[src/pbrd_pkg.sv]
// ----------------------------------------------------------------------------
// pbrd_pkg
// Shared types and constants for the PackBits row decoder.
// ----------------------------------------------------------------------------
package pbrd_pkg;

    localparam int unsigned MAX_ROW_BYTES_DEF = 32767;
    localparam int unsigned ROW_LEN_W         = 15;
    localparam logic [ROW_LEN_W-1:0] ROW_LENGTH_RESET = 15'd1;

    // row_status codes
    localparam logic [1:0] ROW_CONTINUES = 2'd0;
    localparam logic [1:0] ROW_OK        = 2'd1;
    localparam logic [1:0] ROW_FAILED    = 2'd2;

    // PackBits control byte that is skipped
    localparam logic [7:0] CTRL_NOP = 8'h80;

    typedef enum logic [1:0] {
        PH_CONTROL = 2'd0,
        PH_LITERAL = 2'd1,
        PH_REPEAT  = 2'd2,
        PH_FAILED  = 2'd3
    } phase_t;

    typedef struct packed {
        logic       has_byte;
        logic [7:0] in_byte;
        logic       row_end;
    } in_item_t;

    typedef struct packed {
        logic [7:0] out_byte_first;
        logic [7:0] out_byte_second;
        logic [1:0] byte_count;
        logic [1:0] row_status;
        logic       last;
    } out_item_t;

    // Work handed from the decoder to the emitter: one byte value repeated
    // byte_total times (0..128), plus the row verdict for the final result.
    typedef struct packed {
        logic [7:0] data_byte;
        logic [7:0] byte_total;
        logic [1:0] status;
    } job_t;

endpackage

[src/packbits_row_decoder_core.sv]
// ----------------------------------------------------------------------------
// packbits_row_decoder_core
// PackBits row decoder: one compressed byte in, up to two decoded bytes per result.
// ----------------------------------------------------------------------------
// Path: the first result of a transaction goes from the job register, loaded
//   at accept, to the output register, where it is presented.
// Throughput: 1 input per cycle when each input yields one result and the
//   output is not stalled; an input yielding N results (N = ceil(bytes/2),
//   at least 1, up to 64) holds the job register and the next input until its last result is loaded.
// Reset: rst_n async low; decode state back to control-byte phase, no results
//   pending, row_length returns to 1.
module packbits_row_decoder_core
    import pbrd_pkg::*;
#(
    parameter int unsigned MAX_ROW_BYTES = MAX_ROW_BYTES_DEF
)
(
    input  logic                 clk,
    input  logic                 rst_n,

    // Compressed input channel
    input  logic                 in_valid,
    output logic                 in_stall,
    input  in_item_t             in_data,

    // Decoded result channel
    output logic                 out_valid,
    input  logic                 out_stall,
    output out_item_t            out_data,

    // row_length register write
    input  logic                 cfg_valid,
    output logic                 cfg_ready,
    input  logic [ROW_LEN_W-1:0] cfg_data
);

    logic [ROW_LEN_W-1:0] row_length_reg;
    logic                 job_busy;
    logic                 in_accept;
    job_t                 job;

    // Register writes are always taken; the user writes only when idle; the block does not check.
    assign cfg_ready = 1'b1;

    always_ff @(posedge clk or negedge rst_n)
    begin
        if (!rst_n)
            row_length_reg <= ROW_LENGTH_RESET;
        else if (cfg_valid && cfg_ready)
            row_length_reg <= cfg_data;
    end

    // An input transaction is taken whenever the job register is free or
    // hands off its final result this cycle.
    assign in_stall  = job_busy;
    assign in_accept = in_valid && !job_busy;

    // Decoder: state update happens at the accept edge; the job is built combinationally.
    pbrd_decoder #(
        .MAX_ROW_BYTES(MAX_ROW_BYTES)
    ) u_decoder (
        .clk        (clk),
        .rst_n      (rst_n),
        .accept     (in_accept),
        .item       (in_data),
        .row_length (row_length_reg),
        .job        (job)
    );

    // Emitter: slices a job into results behind an output register.
    pbrd_emitter u_emitter (
        .clk       (clk),
        .rst_n     (rst_n),
        .job_load  (in_accept),
        .job       (job),
        .job_busy  (job_busy),
        .out_valid (out_valid),
        .out_stall (out_stall),
        .out_data  (out_data)
    );

endmodule

[src/pbrd_decoder.sv]
// ----------------------------------------------------------------------------
// pbrd_decoder
// PackBits control state; turns one accepted compressed byte into a job.
// ----------------------------------------------------------------------------
module pbrd_decoder
    import pbrd_pkg::*;
#(
    parameter int unsigned MAX_ROW_BYTES = MAX_ROW_BYTES_DEF
)
(
    input  logic                 clk,
    input  logic                 rst_n,
    input  logic                 accept,
    input  in_item_t             item,
    input  logic [ROW_LEN_W-1:0] row_length,
    output job_t                 job
);

    localparam int unsigned LEN_W = $clog2(MAX_ROW_BYTES + 1);
    localparam int unsigned CMP_W = (LEN_W > ROW_LEN_W) ? LEN_W : ROW_LEN_W;
    localparam logic [CMP_W-1:0] MAX_LEN = CMP_W'(MAX_ROW_BYTES);

    phase_t           phase_reg, phase_next;
    logic [7:0]       pend_reg, pend_next;
    logic [LEN_W-1:0] bw_reg, bw_next;

    logic [CMP_W-1:0] len_full;
    logic [CMP_W-1:0] len_ext;
    logic [CMP_W-1:0] bw_ext;
    logic [CMP_W-1:0] room;
    logic [CMP_W-1:0] bw_sum;
    logic [7:0]       run_len;
    logic [7:0]       nbytes;
    logic [1:0]       status;

    always_comb
    begin
        len_full = CMP_W'(row_length);
        len_ext  = (len_full < MAX_LEN) ? len_full : MAX_LEN;
        bw_ext   = CMP_W'(bw_reg);
        room     = len_ext - bw_ext;
        run_len  = item.in_byte[7] ? 8'(9'd257 - {1'b0, item.in_byte})
                                   : item.in_byte + 8'd1;
        bw_sum   = '0;

        phase_next = phase_reg;
        pend_next  = pend_reg;
        bw_next    = bw_reg;
        nbytes     = 8'd0;
        status     = ROW_CONTINUES;

        if (item.has_byte)
        begin
            case (phase_reg)
                PH_CONTROL:
                begin
                    if (bw_ext >= len_ext)
                    begin
                        phase_next = PH_FAILED;
                    end
                    else if (item.in_byte != CTRL_NOP)
                    begin
                        if (CMP_W'(run_len) > room)
                        begin
                            phase_next = PH_FAILED;
                        end
                        else
                        begin
                            pend_next  = run_len;
                            phase_next = item.in_byte[7] ? PH_REPEAT : PH_LITERAL;
                        end
                    end
                end
                PH_LITERAL:
                begin
                    nbytes    = 8'd1;
                    bw_sum    = bw_ext + CMP_W'(1);
                    bw_next   = bw_sum[LEN_W-1:0];
                    pend_next = pend_reg - 8'd1;
                    if (pend_reg == 8'd1)
                    begin
                        phase_next = PH_CONTROL;
                    end
                end
                PH_REPEAT:
                begin
                    nbytes     = pend_reg;
                    bw_sum     = bw_ext + CMP_W'(pend_reg);
                    bw_next    = bw_sum[LEN_W-1:0];
                    pend_next  = 8'd0;
                    phase_next = PH_CONTROL;
                end
                default:
                begin
                end
            endcase
        end

        // Row verdict uses the state after this byte
        if (item.row_end)
        begin
            if (phase_next == PH_CONTROL && CMP_W'(bw_next) == len_ext)
                status = ROW_OK;
            else
                status = ROW_FAILED;
            phase_next = PH_CONTROL;
            pend_next  = 8'd0;
            bw_next    = '0;
        end

        job.data_byte  = item.in_byte;
        job.byte_total = nbytes;
        job.status     = status;
    end

    always_ff @(posedge clk or negedge rst_n)
    begin
        if (!rst_n)
        begin
            phase_reg <= PH_CONTROL;
            pend_reg  <= 8'd0;
            bw_reg    <= '0;
        end
        else if (accept)
        begin
            phase_reg <= phase_next;
            pend_reg  <= pend_next;
            bw_reg    <= bw_next;
        end
    end

endmodule

[src/pbrd_emitter.sv]
// ----------------------------------------------------------------------------
// pbrd_emitter
// Job register and output register; splits a job into results of up to two bytes.
// ----------------------------------------------------------------------------
module pbrd_emitter
    import pbrd_pkg::*;
(
    input  logic      clk,
    input  logic      rst_n,
    input  logic      job_load,
    input  job_t      job,
    output logic      job_busy,
    output logic      out_valid,
    input  logic      out_stall,
    output out_item_t out_data
);

    logic      job_valid_reg, job_valid_next;
    job_t      job_reg;
    logic [7:0] rem_reg, rem_next;
    logic      out_valid_reg, out_valid_next;
    out_item_t out_reg, out_next;

    logic       out_load;
    logic       final_piece;
    logic [1:0] cnt;

    always_comb
    begin
        out_load    = !out_valid_reg || !out_stall;
        final_piece = (rem_reg <= 8'd2);
        cnt         = (rem_reg >= 8'd2) ? 2'd2 : rem_reg[1:0];

        job_busy = job_valid_reg && !(out_load && final_piece);

        out_next.out_byte_first  = (cnt != 2'd0) ? job_reg.data_byte : 8'd0;
        out_next.out_byte_second = (cnt == 2'd2) ? job_reg.data_byte : 8'd0;
        out_next.byte_count      = cnt;
        out_next.row_status      = final_piece ? job_reg.status : ROW_CONTINUES;
        out_next.last            = final_piece;

        out_valid_next = out_load ? job_valid_reg : out_valid_reg;

        job_valid_next = job_valid_reg;
        rem_next       = rem_reg;
        if (job_load)
        begin
            job_valid_next = 1'b1;
            rem_next       = job.byte_total;
        end
        else if (job_valid_reg && out_load)
        begin
            job_valid_next = !final_piece;
            rem_next       = rem_reg - 8'(cnt);
        end
    end

    always_ff @(posedge clk or negedge rst_n)
    begin
        if (!rst_n)
        begin
            job_valid_reg <= 1'b0;
            out_valid_reg <= 1'b0;
        end
        else
        begin
            job_valid_reg <= job_valid_next;
            out_valid_reg <= out_valid_next;
        end
    end

    always_ff @(posedge clk)
    begin
        rem_reg <= rem_next;
        if (job_load)
            job_reg <= job;
        if (out_load && job_valid_reg)
            out_reg <= out_next;
    end

    assign out_valid = out_valid_reg;
    assign out_data  = out_reg;

endmodule

[config.mk]
export PLATFORM = sky130hd
export DESIGN_NAME = packbits_row_decoder_core
export DESIGN_NICKNAME = d
export VERILOG_FILES = /design/src/pbrd_pkg.sv /design/src/packbits_row_decoder_core.sv /design/src/pbrd_decoder.sv /design/src/pbrd_emitter.sv
export SDC_FILE = /design/constraint.sdc
export NUM_CORES = 1
export LEC_CHECK = 0
export BUFFER_PORTS_ARGS = -buffer_cell sky130_fd_sc_hd__buf_2
export CAP_MARGIN = 0
export CORE_MARGIN = 1.5
export CORE_UTILIZATION = 50
export CTS_CLUSTER_DIAMETER = 60
export DETAILED_ROUTE_END_ITERATION = 6
export PLACE_DENSITY = 0.71
export SLEW_MARGIN = 10
export SYNTH_ARGS = -nofsm -noshare
export SYNTH_HDL_FRONTEND = slang
export SYNTH_SLANG_ARGS = --single-unit
[constraint.sdc]
create_clock -name clk -period 3.46 [get_ports clk]
set_input_delay 0.519 -clock clk [delete_from_list [all_inputs] [get_ports clk]]
set_output_delay 0.519 -clock clk [all_outputs]
set_load 0.01 [all_outputs]
==> flow_summary.json, run 1 <==
{
  "status": "complete, but fails checks",
  "violations": "negative setup slack",
  "period_needed_ns": 3.80,
  "synth_seq_cells": 81,
  "worstPathRequired_ns": 3.67,
  "min_period_over_period_pct": 110,
  "area_delta_synth_final_pct": 23.8,
  "cts_tree": "built",
  "grt_antenna_before_repair": 0,
  "drtPass1Iterations": 5,
  "ant_nets": 0,
  "synthDistinctLibCells": 77,
  "cts.path.max_buffers": 2,
  "fmax_mhz": 263,
  "core_area_um2": 12000,
  "max_stage_delay_ns": 0.37,
  "clockRootBuffer": "clkbuf_16",
  "nets": 839,
  "relSlewSlack_pct": 35.4,
  "grtUsageTotal_pct": 25.9,
  "fillers": 963,
  "async_reset_ff_share_pct": 51.9,
  "synth_area_leader_cell": "edfxtp_1",
  "grt_pass1_vias": 5472,
  "drc_errors": 0,
  "peakVddDrop_uv": 242,
  "tns_ns": -2.66,
  "rsz0062_at_grt": "yes",
  "cts_buffers": 9,
  "largest_reg_flops": 21,
  "port_buffers": 52,
  "drv_cap": 0,
  "cp_slowest_cell": "dfstp_2",
  "startpoint_type": "register",
  "yosysWarnings": 0,
  "initial_core_util_pct": 50.9,
  "vias_per_cell": 5.87,
  "dpl.hpwl_mm": 12.2,
  "worst_pin_slew_ns": 0.969,
  "drt-total-wl_mm": 15.9,
  "worstPathCellList": "inv_2, ha_4, inv_2, fa_2, a21o_1, a221oi_2, xor2_1, ha_1, o21a_1, o21ai_2, a32oi_2, o221ai_2, nor4_2, o2111ai_2, a211oi_4, buf_4, mux2i_1, o21ai_1",
  "cts_sinks": 81,
  "synth_most_common_cell": "nand2_1",
  "setup_slack_ns": -0.336,
  "setup_violations": 11,
  "post-place-ws_ns": -0.364,
  "die_w_um": 113,
  "slew_viol_final": 0,
  "cp_max_fo": 3,
  "clkTransAtPathRegs_ns": 0.07,
  "dpl-instance-area_um2": 7010,
  "synthFlopType": "dfrtp_1",
  "design_area_um2": 7530,
  "clkLatencyLatePin_ns": 0.35,
  "grt_max_degree": 43,
  "arrival_ns": 4.01,
  "cts_hold_buf": 0,
  "p_leak_uw": 0.00325,
  "synth_common_cells": "45 x nand2_1, 42 x ha_1, 41 x dfrtp_1",
  "grt_overflow": 0,
  "syn_inst": 651,
  "htreeDepth": 3,
  "synthTopCellsByArea": "edfxtp_1 19%, dfrtp_1 17%, ha_1 8.6%, xor2_1 3.3%, a21oi_1 3.0%",
  "drt_iter0_markers": 347,
  "gp_congestion": 0.883,
  "path_common_cell": "inv_2",
  "syn_area_um2": 6080,
  "grt_pass1_wl_mm": 26.2,
  "rows": 40,
  "drive_gt1_share_pct": 29.0,
  "fin_skew_ns": 0.00717,
  "crit_path_end_kind": "register",
  "final_hold_viol_count": 0,
  "min_path_type": "input port to async pin",
  "post-route-util_pct": 63.0,
  "yosysTopAreaCellShare_pct": 19.2,
  "ys_seq_area_share_pct": 36.5,
  "die_h_um": 113,
  "synth-edff-count": 39,
  "ios": 54,
  "vias": 5381,
  "p_per_area_nw_per_um2": 450,
  "avgRoutedWirePerCell_um": 17.3,
  "n_antenna_cell": 0,
  "path_class": "register to register",
  "design.die.area_um2": 12800,
  "avgSynthCellArea_um2": 9.35
}
-- worst max-delay path: cells and delay by family (launching register included) --
kind | cells | cell delay [ns]
AO/OA/AOI/OAI | 9 | 1.67
XOR/XNOR | 1 | 0.13
adder cells (fa/ha/maj) | 3 | 0.82
buffers and inverters | 3 | 0.28
flip-flops | 1 | 0.37
multiplexers | 1 | 0.19
AND/OR/NAND/NOR | 1 | 0.18
-- per-stage QoR --
step,hold WS [ns],total power (uW),cells
after floorplan,0.223,1930,652
after global placement,0.457,2290,893
after detailed placement,0.485,2320,893
after CTS,0.362,3350,916
after global routing,0.392,3570,917
final,0.322,3390,917
-- cells in the final DEF, fill, tap and decap left out, types with 7 or more instances in the layout --
cell type,n
edfxtp_1,39
dfrtp_1,41
nor2b_1,13
xnor2_1,15
nor3_1,15
a21oi_1,35
o21ai_0,33
inv_1,30
and2_1,21
nand2b_1,22
xor2_1,23
nand4_1,9
buf_2,52
ha_1,38
buf_4,92
mux2i_1,8
o211ai_1,7
nand2_1,44
mux2_2,16
o22ai_1,14
nor2_1,32
a21o_1,10
clkbuf_16,9
and3_1,8
nand3_1,14
-- power breakdown --
| part | internal, uW | total (uW) | switching (uW) |
|---|---|---|---|
| registers | 1090 | 1150 | 60.0 |
| clock network | 575 | 1010 | 431 |
| logic | 573 | 1230 | 661 |
-- per-layer routing --
metal,GRT usage (%),up-vias,share of wire (%)
met5,0,-,0
met4,13.5,0,4.2
met3,4.66,47,4.7
met2,46.0,175,50
met1,29.8,2548,41
li1,-,2611,-
-- cell families (layout without fill, tap and decap cells) --
family                     count (synthesis)  after routing  share of synthesized area [%]
AOI/OAI and AO/OA                        176            176                           20.3
xor gates and xnor gates                  38             38                           5.47
adders and majority gates                 44             44                           9.29
buffers and inverters                     76            194                           4.96
DFF                                       81             81                           36.5
muxes                                     24             24                           4.28
other                                      1              2                         0.0616
and+or+nand+nor                          211            211                           19.1
-- timing repair --
item | in CTS | in global routing
setup endpoints to repair | 11 | 12
pin swaps | 22 | 17
gates resized for setup | 14 | 14
buffers inserted | 7 | 1
-- final cells by class --
| cell class | count | area, um^2 | share of cell area, % |
|---|---|---|---|
| well taps | 147 | 184 | 2.44 |
| multi-input cells | 495 | 3720 | 49.4 |
| clock inverters | 7 | 83.8 | 1.11 |
| flip-flops and latches | 81 | 2220 | 29.5 |
| inverters | 33 | 124 | 1.64 |
| clock buffers | 9 | 225 | 2.99 |
| repair buffers | 145 | 971 | 12.9 |
-- final timing paths --
kind                       cells past startpoint                           endpoint                           startpoint  slack (ns)
max in group asynchronous                      1   u_decoder.bw_ext[12]$_DFFE_PN0P_                                rst_n        2.53
min in group clk                               2      row_length_reg[9]$_DFFE_PN0P_                          cfg_data[9]        0.40
setup / recovery                              18  u_decoder.pend_reg[7]$_DFFE_PN0P_        row_length_reg[0]$_DFFE_PN1P_       -0.34
hold / removal                                 1  u_decoder.pend_reg[3]$_DFFE_PN0P_                                rst_n        0.32
setup reg to reg                              18  u_decoder.pend_reg[7]$_DFFE_PN0P_        row_length_reg[0]$_DFFE_PN1P_       -0.34
hold reg to reg                                1    u_emitter.out_valid$_DFFE_PN0N_  u_emitter.job_valid_reg$_DFFE_PN0P_        0.50
No activity file was read; power rests on OpenSTA's default activity.
==> run 2, diff against run 1 <==
Settings changed: ABC_AREA set to 1, SYNTH_HIERARCHICAL set to 1.
==> flow_summary.json, run 2 <==
{
  "status": "finished, final reports clean",
  "ant_nets": 0,
  "worstPathRequired_ns": 3.55,
  "min_path_type": "input port to async pin",
  "design.die.area_um2": 13000,
  "syn_inst": 829,
  "drtPass1Iterations": 5,
  "path_class": "register to register",
  "ios": 54,
  "p_leak_uw": 0.00351,
  "rows": 40,
  "synth-edff-count": 39,
  "grt_max_degree": 43,
  "synth_top_family_by_area": "simple AND/OR/NAND/NOR gates",
  "cts_hold_buf": 0,
  "synthFlopType": "dfrtp_1",
  "syn_nets": 903,
  "p_per_area_nw_per_um2": 814,
  "clkLatencyLatePin_ns": 0.34,
  "dpl.hpwl_mm": 10.4,
  "drc_errors": 0,
  "startpoint_type": "register",
  "min_period_over_period_pct": 93.0,
  "avgSynthCellArea_um2": 7.43,
  "grt_antenna_before_repair": 0,
  "largest_reg_flops": 21,
  "synth-simple-area-share_pct": 29.3,
  "vias": 5197,
  "cts_buffers": 9,
  "initial_core_util_pct": 51.3,
  "avgRoutedWirePerCell_um": 13.2,
  "core_area_um2": 12000,
  "final_common_cell": "nand2_1",
  "synth_common_cells": "242 x nand2_1, 124 x inv_1, 63 x nor2_1",
  "arrival_ns": 3.31,
  "instances_no_fill": 1022,
  "drv_cap": 0,
  "syn_area_um2": 6160,
  "fmax_mhz": 311,
  "synth-compound-area-share_pct": 10.2,
  "synth_area_leader_cell": "edfxtp_1",
  "final_hold_viol_count": 0,
  "nets": 944,
  "synthAdderAreaFrac_pct": 9.19,
  "synthTopCellsByArea": "edfxtp_1 19%, dfrtp_1 17%, nand2_1 15%, ha_1 8.5%, inv_1 7.6%",
  "final_cell_mix": "238 x nand2_1, 122 x inv_1, 61 x nor2_1",
  "yosysWarnings": 6,
  "clockRootBuffer": "clkbuf_16",
  "die_w_um": 114,
  "drive_gt1_share_pct": 16.7,
  "vias_per_cell": 5.09,
  "synthMuxAreaShare_pct": 0,
  "area_delta_synth_final_pct": 11.1,
  "die_h_um": 114,
  "port_buffers": 52,
  "fillers": 1120,
  "grtUsageTotal_pct": 22.2,
  "synthDistinctLibCells": 50,
  "synth_most_common_cell": "nand2_1",
  "drt-total-wl_mm": 13.5,
  "cp_max_fo": 4,
  "synth_seq_cells": 81,
  "dp_cells": 1001,
  "peakVddDrop_uv": 353,
  "cts_tree": "built",
  "setup_violations": 0,
  "gp_congestion": 0.900,
  "cts_sinks": 81,
  "htreeDepth": 3,
  "grt_pass1_vias": 4768,
  "fin_skew_ns": 0.00524,
  "tns_ns": 0,
  "grt_pass1_wl_mm": 22.5,
  "async_reset_ff_share_pct": 51.9,
  "n_antenna_cell": 0,
  "cts.path.max_buffers": 2,
  "yosysTopAreaCellShare_pct": 19.0,
  "worst_pin_slew_ns": 0.965,
  "ys_seq_area_share_pct": 36.1,
  "relSlewSlack_pct": 35.6,
  "clkTransAtPathRegs_ns": 0.06,
  "drt_iter0_markers": 330,
  "synth_xor_xnor_area_share_pct": 3.41,
  "crit_path_end_kind": "register",
  "period_needed_ns": 3.22,
  "slew_viol_final": 0,
  "grt_overflow": 0
}
-- run 2: metal layers --
metal | global-route usage [%] | routed length (um)
met4 | 7.25 | 227
met2 | 38.9 | 6550
met3 | 3.93 | 487
met5 | 0 | 0
met1 | 27.8 | 6260
-- run 2: path summary, 6_finish.rpt --
| kind | from | end | slack [ns] | cells after the start |
|---|---|---|---|---|
| max | row_length_reg[0]$_DFFE_PN1P_ | u_emitter/job_reg[0]$_DFFE_PP_ | 0.24 | 26 |
| min | rst_n | row_length_reg[10]$_DFFE_PN0P_ | 0.32 | 1 |
| max reg2reg | row_length_reg[0]$_DFFE_PN1P_ | u_emitter/job_reg[0]$_DFFE_PP_ | 0.24 | 26 |
| min reg2reg | row_length_reg[0]$_DFFE_PN1P_ | row_length_reg[0]$_DFFE_PN1P_ | 0.48 | 2 |
| max in group asynchronous | rst_n | u_decoder/pend_reg[4]$_DFFE_PN0P_ | 2.52 | 1 |
| min in group clk | cfg_data[11] | row_length_reg[11]$_DFFE_PN0P_ | 0.38 | 3 |
-- run 2: where the power goes --
group	internal [uW]	switching [uW]
sequential	1350	241
clock	561	388
combinational	1140	1890
total	3050	2520
-- run 2: through the flow --
| step | hold slack (ns) | area (um^2) | worst slack (ns) | power [uW] | util (%) |
|---|---|---|---|---|---|
| global placement | 0.466 | 6460 | 0.0962 | 4490 | 53.8 |
| floorplan | 0.223 | 6160 | 0.389 | 3830 | - |
| CTS | 0.362 | 6760 | 0.0825 | 5480 | 56.3 |
| global route | 0.379 | 6840 | -0.00634 | 6080 | 57.0 |
| finish | 0.325 | 6840 | 0.242 | 5570 | 57.0 |
| detailed placement | 0.466 | 6460 | 0.0977 | 4500 | 53.8 |
-- run 2: logic make-up after synthesis --
| group | Yosys count |
|---|---|
| adder cells (fa/ha/maj) | 44 |
| AO/OA/AOI/OAI | 102 |
| other | 2 |
| AND/OR/NAND/NOR | 405 |
| flip-flops | 81 |
| XOR/XNOR | 24 |
| buffers and inverters | 171 |
-- run 2: what timing repair did --
action,CTS,global route
gates resized for setup,0,15
endpoints found under the setup margin,0,8
setup buffers,0,5
-- run 2: layout make-up --
type                            instances  area (um^2)  area share (%)
Timing Repair Buffer                   67          373            5.45
Clock buffer                           10          229            3.35
Inverter                              134          508            7.43
Multi-Input combinational cell        577         3260            47.6
Sequential cell                        81         2220            32.5
Clock inverter                          6         67.6           0.988
Tap cell                              147          184            2.69
-- run 2: worst max-delay path: stages, from the launching register on --
cell,delay (ns)
dfstp_2,0.38
inv_2,0.06
ha_2,0.17
inv_2,0.06
fa_2,0.39
nand2_2,0.08
nand2_2,0.05
nand2_1,0.07
nand2_2,0.07
xnor2_1,0.13
ha_1,0.34
nand2_1,0.08
nor2_1,0.04
nand4_1,0.07
nand3_1,0.09
nor2_1,0.11
nand2_1,0.09
nor2_4,0.14
nand2_2,0.07
nand2_1,0.06
nand2_1,0.05
nand2_1,0.06
nand2_1,0.04
nand2_1,0.07
nand2_2,0.07
nand3_2,0.08
nor2_1,0.06
==> run 3, diff against run 2 <==
Settings changed: CTS_BUF_LIST set to sky130_fd_sc_hd__clkbuf_2.
==> flow_summary.json, run 3 (synthesized netlist as in run 2, its figures left out) <==
{
  "status": "finished, final reports clean",
  "power_uw": 5140,
  "arrival_ns": 3.61,
  "cts_hold_buf": 0,
  "clockRootBuffer": "clkbuf_2",
  "grtUsageTotal_pct": 22.0,
  "avgRoutedWirePerCell_um": 13.2,
  "worstReg2RegEnd": "u_emitter/job_reg[0]$_DFFE_PP_",
  "post-place-ws_ns": 0.0977,
  "whs_ns": 0.0402,
  "drtPass1Iterations": 5,
  "drv_cap": 0,
  "reg2reg_slack_ns": 0.22,
  "cp_slowest_cell": "dfrtp_1",
  "cp_max_fo": 4,
  "area_delta_synth_final_pct": 8.29,
  "setup_slack_ns": 0.223,
  "final_hold_viol_count": 0,
  "worstPathRequired_ns": 3.83,
  "worst_pin_slew_ns": 0.975,
  "vias_per_cell": 5.09,
  "grt_antenna_before_repair": 1,
  "port_buffers": 52,
  "dpl.hpwl_mm": 10.4,
  "grt_max_degree": 43,
  "peakVddDrop_uv": 359,
  "min_period_over_period_pct": 93.5,
  "cts.path.max_buffers": 2,
  "setup_violations": 0,
  "clkLatencyLatePin_ns": 0.60,
  "clkTransAtPathRegs_ns": 0.27,
  "cts_buffers": 9,
  "slew_viol_final": 0,
  "die_w_um": 114,
  "final_cell_mix": "239 x nand2_1, 122 x inv_1, 61 x nor2_1",
  "nets": 945,
  "r2r_start": "u_decoder/bw_ext[0]$_DFFE_PN0P_",
  "relSlewSlack_pct": 35.0,
  "initial_core_util_pct": 51.3,
  "rows": 40,
  "grt_pass1_vias": 4745,
  "startpoint_type": "register",
  "largest_reg_flops": 21,
  "ios": 54,
  "drc_errors": 0,
  "p_leak_uw": 0.00344,
  "gp_congestion": 0.900,
  "die_h_um": 114,
  "fillers": 1151,
  "ant_nets": 0,
  "path_common_cell": "nand2_1",
  "drt_iter0_markers": 328,
  "vias": 5210,
  "design.die.area_um2": 13000,
  "grt_overflow": 0,
  "p_per_area_nw_per_um2": 771,
  "fin_skew_ns": 0.0499,
  "min_path_type": "input port to async pin",
  "fmax_mhz": 309,
  "tns_ns": 0,
  "max_stage_delay_ns": 0.46,
  "drt-total-wl_mm": 13.5,
  "path_class": "register to register",
  "cts_sinks": 81,
  "htreeDepth": 3,
  "crit_path_end_kind": "register",
  "grt_pass1_wl_mm": 22.4,
  "cts_tree": "built",
  "period_needed_ns": 3.24,
  "final_common_cell": "nand2_1",
  "core_area_um2": 12000,
  "drive_gt1_share_pct": 16.7,
  "reg2reg_depth": 25
}
-- run 3: final cells by class --
type	count	area [um^2]	share of cell area (%)
Antenna cell	1	2.50	0.0375
Clock buffer	10	50.0	0.751
Clock inverter	6	67.6	1.01
Inverter	134	508	7.62
Multi-Input combinational cell	577	3250	48.8
Sequential cell	81	2220	33.3
Tap cell	147	184	2.76
Timing Repair Buffer	68	380	5.70
-- run 3: through the flow --
stage          instances  util [%]  instance area (um^2)
2_1_floorplan        829         -                  6160
3_3_place_gp        1001      53.8                  6460
3_5_place_dp        1001      53.8                  6460
4_1_cts             1017      54.8                  6580
5_1_grt             1024      55.5                  6670
6_report            1024      55.5                  6670
-- run 3: metal layers --
metal	global-route usage (%)	routed length, um	vias up
met5	0	0	-
met4	7.33	253	0
met3	3.77	606	23
met2	38.4	6480	135
met1	27.7	6160	2326
li1	-	-	2726
-- run 3: power by group --
part / total [uW] / internal (uW) / switching [uW]
sequential: 1580 / 1340 / 239
clock: 527 / 172 / 356
combinational: 3030 / 1140 / 1890
-- run 3: critical path, delay by kind of cell (launching register included) --
| kind | cells | cell delay (ns) |
|---|---|---|
| fa+ha+maj | 3 | 0.92 |
| flops | 1 | 0.46 |
| buf+inv | 1 | 0.06 |
| simple gates | 20 | 1.46 |
| xor+xnor | 1 | 0.13 |
-- run 3: repair_timing --
action,4_1_cts,5_1_grt
endpoints found under the setup margin,0,11
endpoints found under the hold margin,0,0
buffers inserted,0,6
gates resized for setup,0,13
-- run 3: how the worst max path moves through the flow --
| stage | start | endpoint | slack (ns) |
|---|---|---|---|
| final | u_decoder/bw_ext[0]$_DFFE_PN0P_ | u_emitter/job_reg[0]$_DFFE_PP_ | 0.22 |
| after global routing | row_length_reg[0]$_DFFE_PN1P_ | u_decoder/pend_reg[4]$_DFFE_PN0P_ | -0.01 |
| after CTS | row_length_reg[0]$_DFFE_PN1P_ | u_emitter/job_reg[0]$_DFFE_PP_ | 0.08 |
| after detailed placement | row_length_reg[0]$_DFFE_PN1P_ | u_emitter/job_reg[0]$_DFFE_PP_ | 0.1 |
| after global placement | row_length_reg[0]$_DFFE_PN1P_ | u_emitter/job_reg[0]$_DFFE_PP_ | 0.1 |
| after floorplan | u_decoder/phase_reg[0]$_DFFE_PN0P_ | u_emitter/job_reg[1]$_DFFE_PP_ | 0.39 |
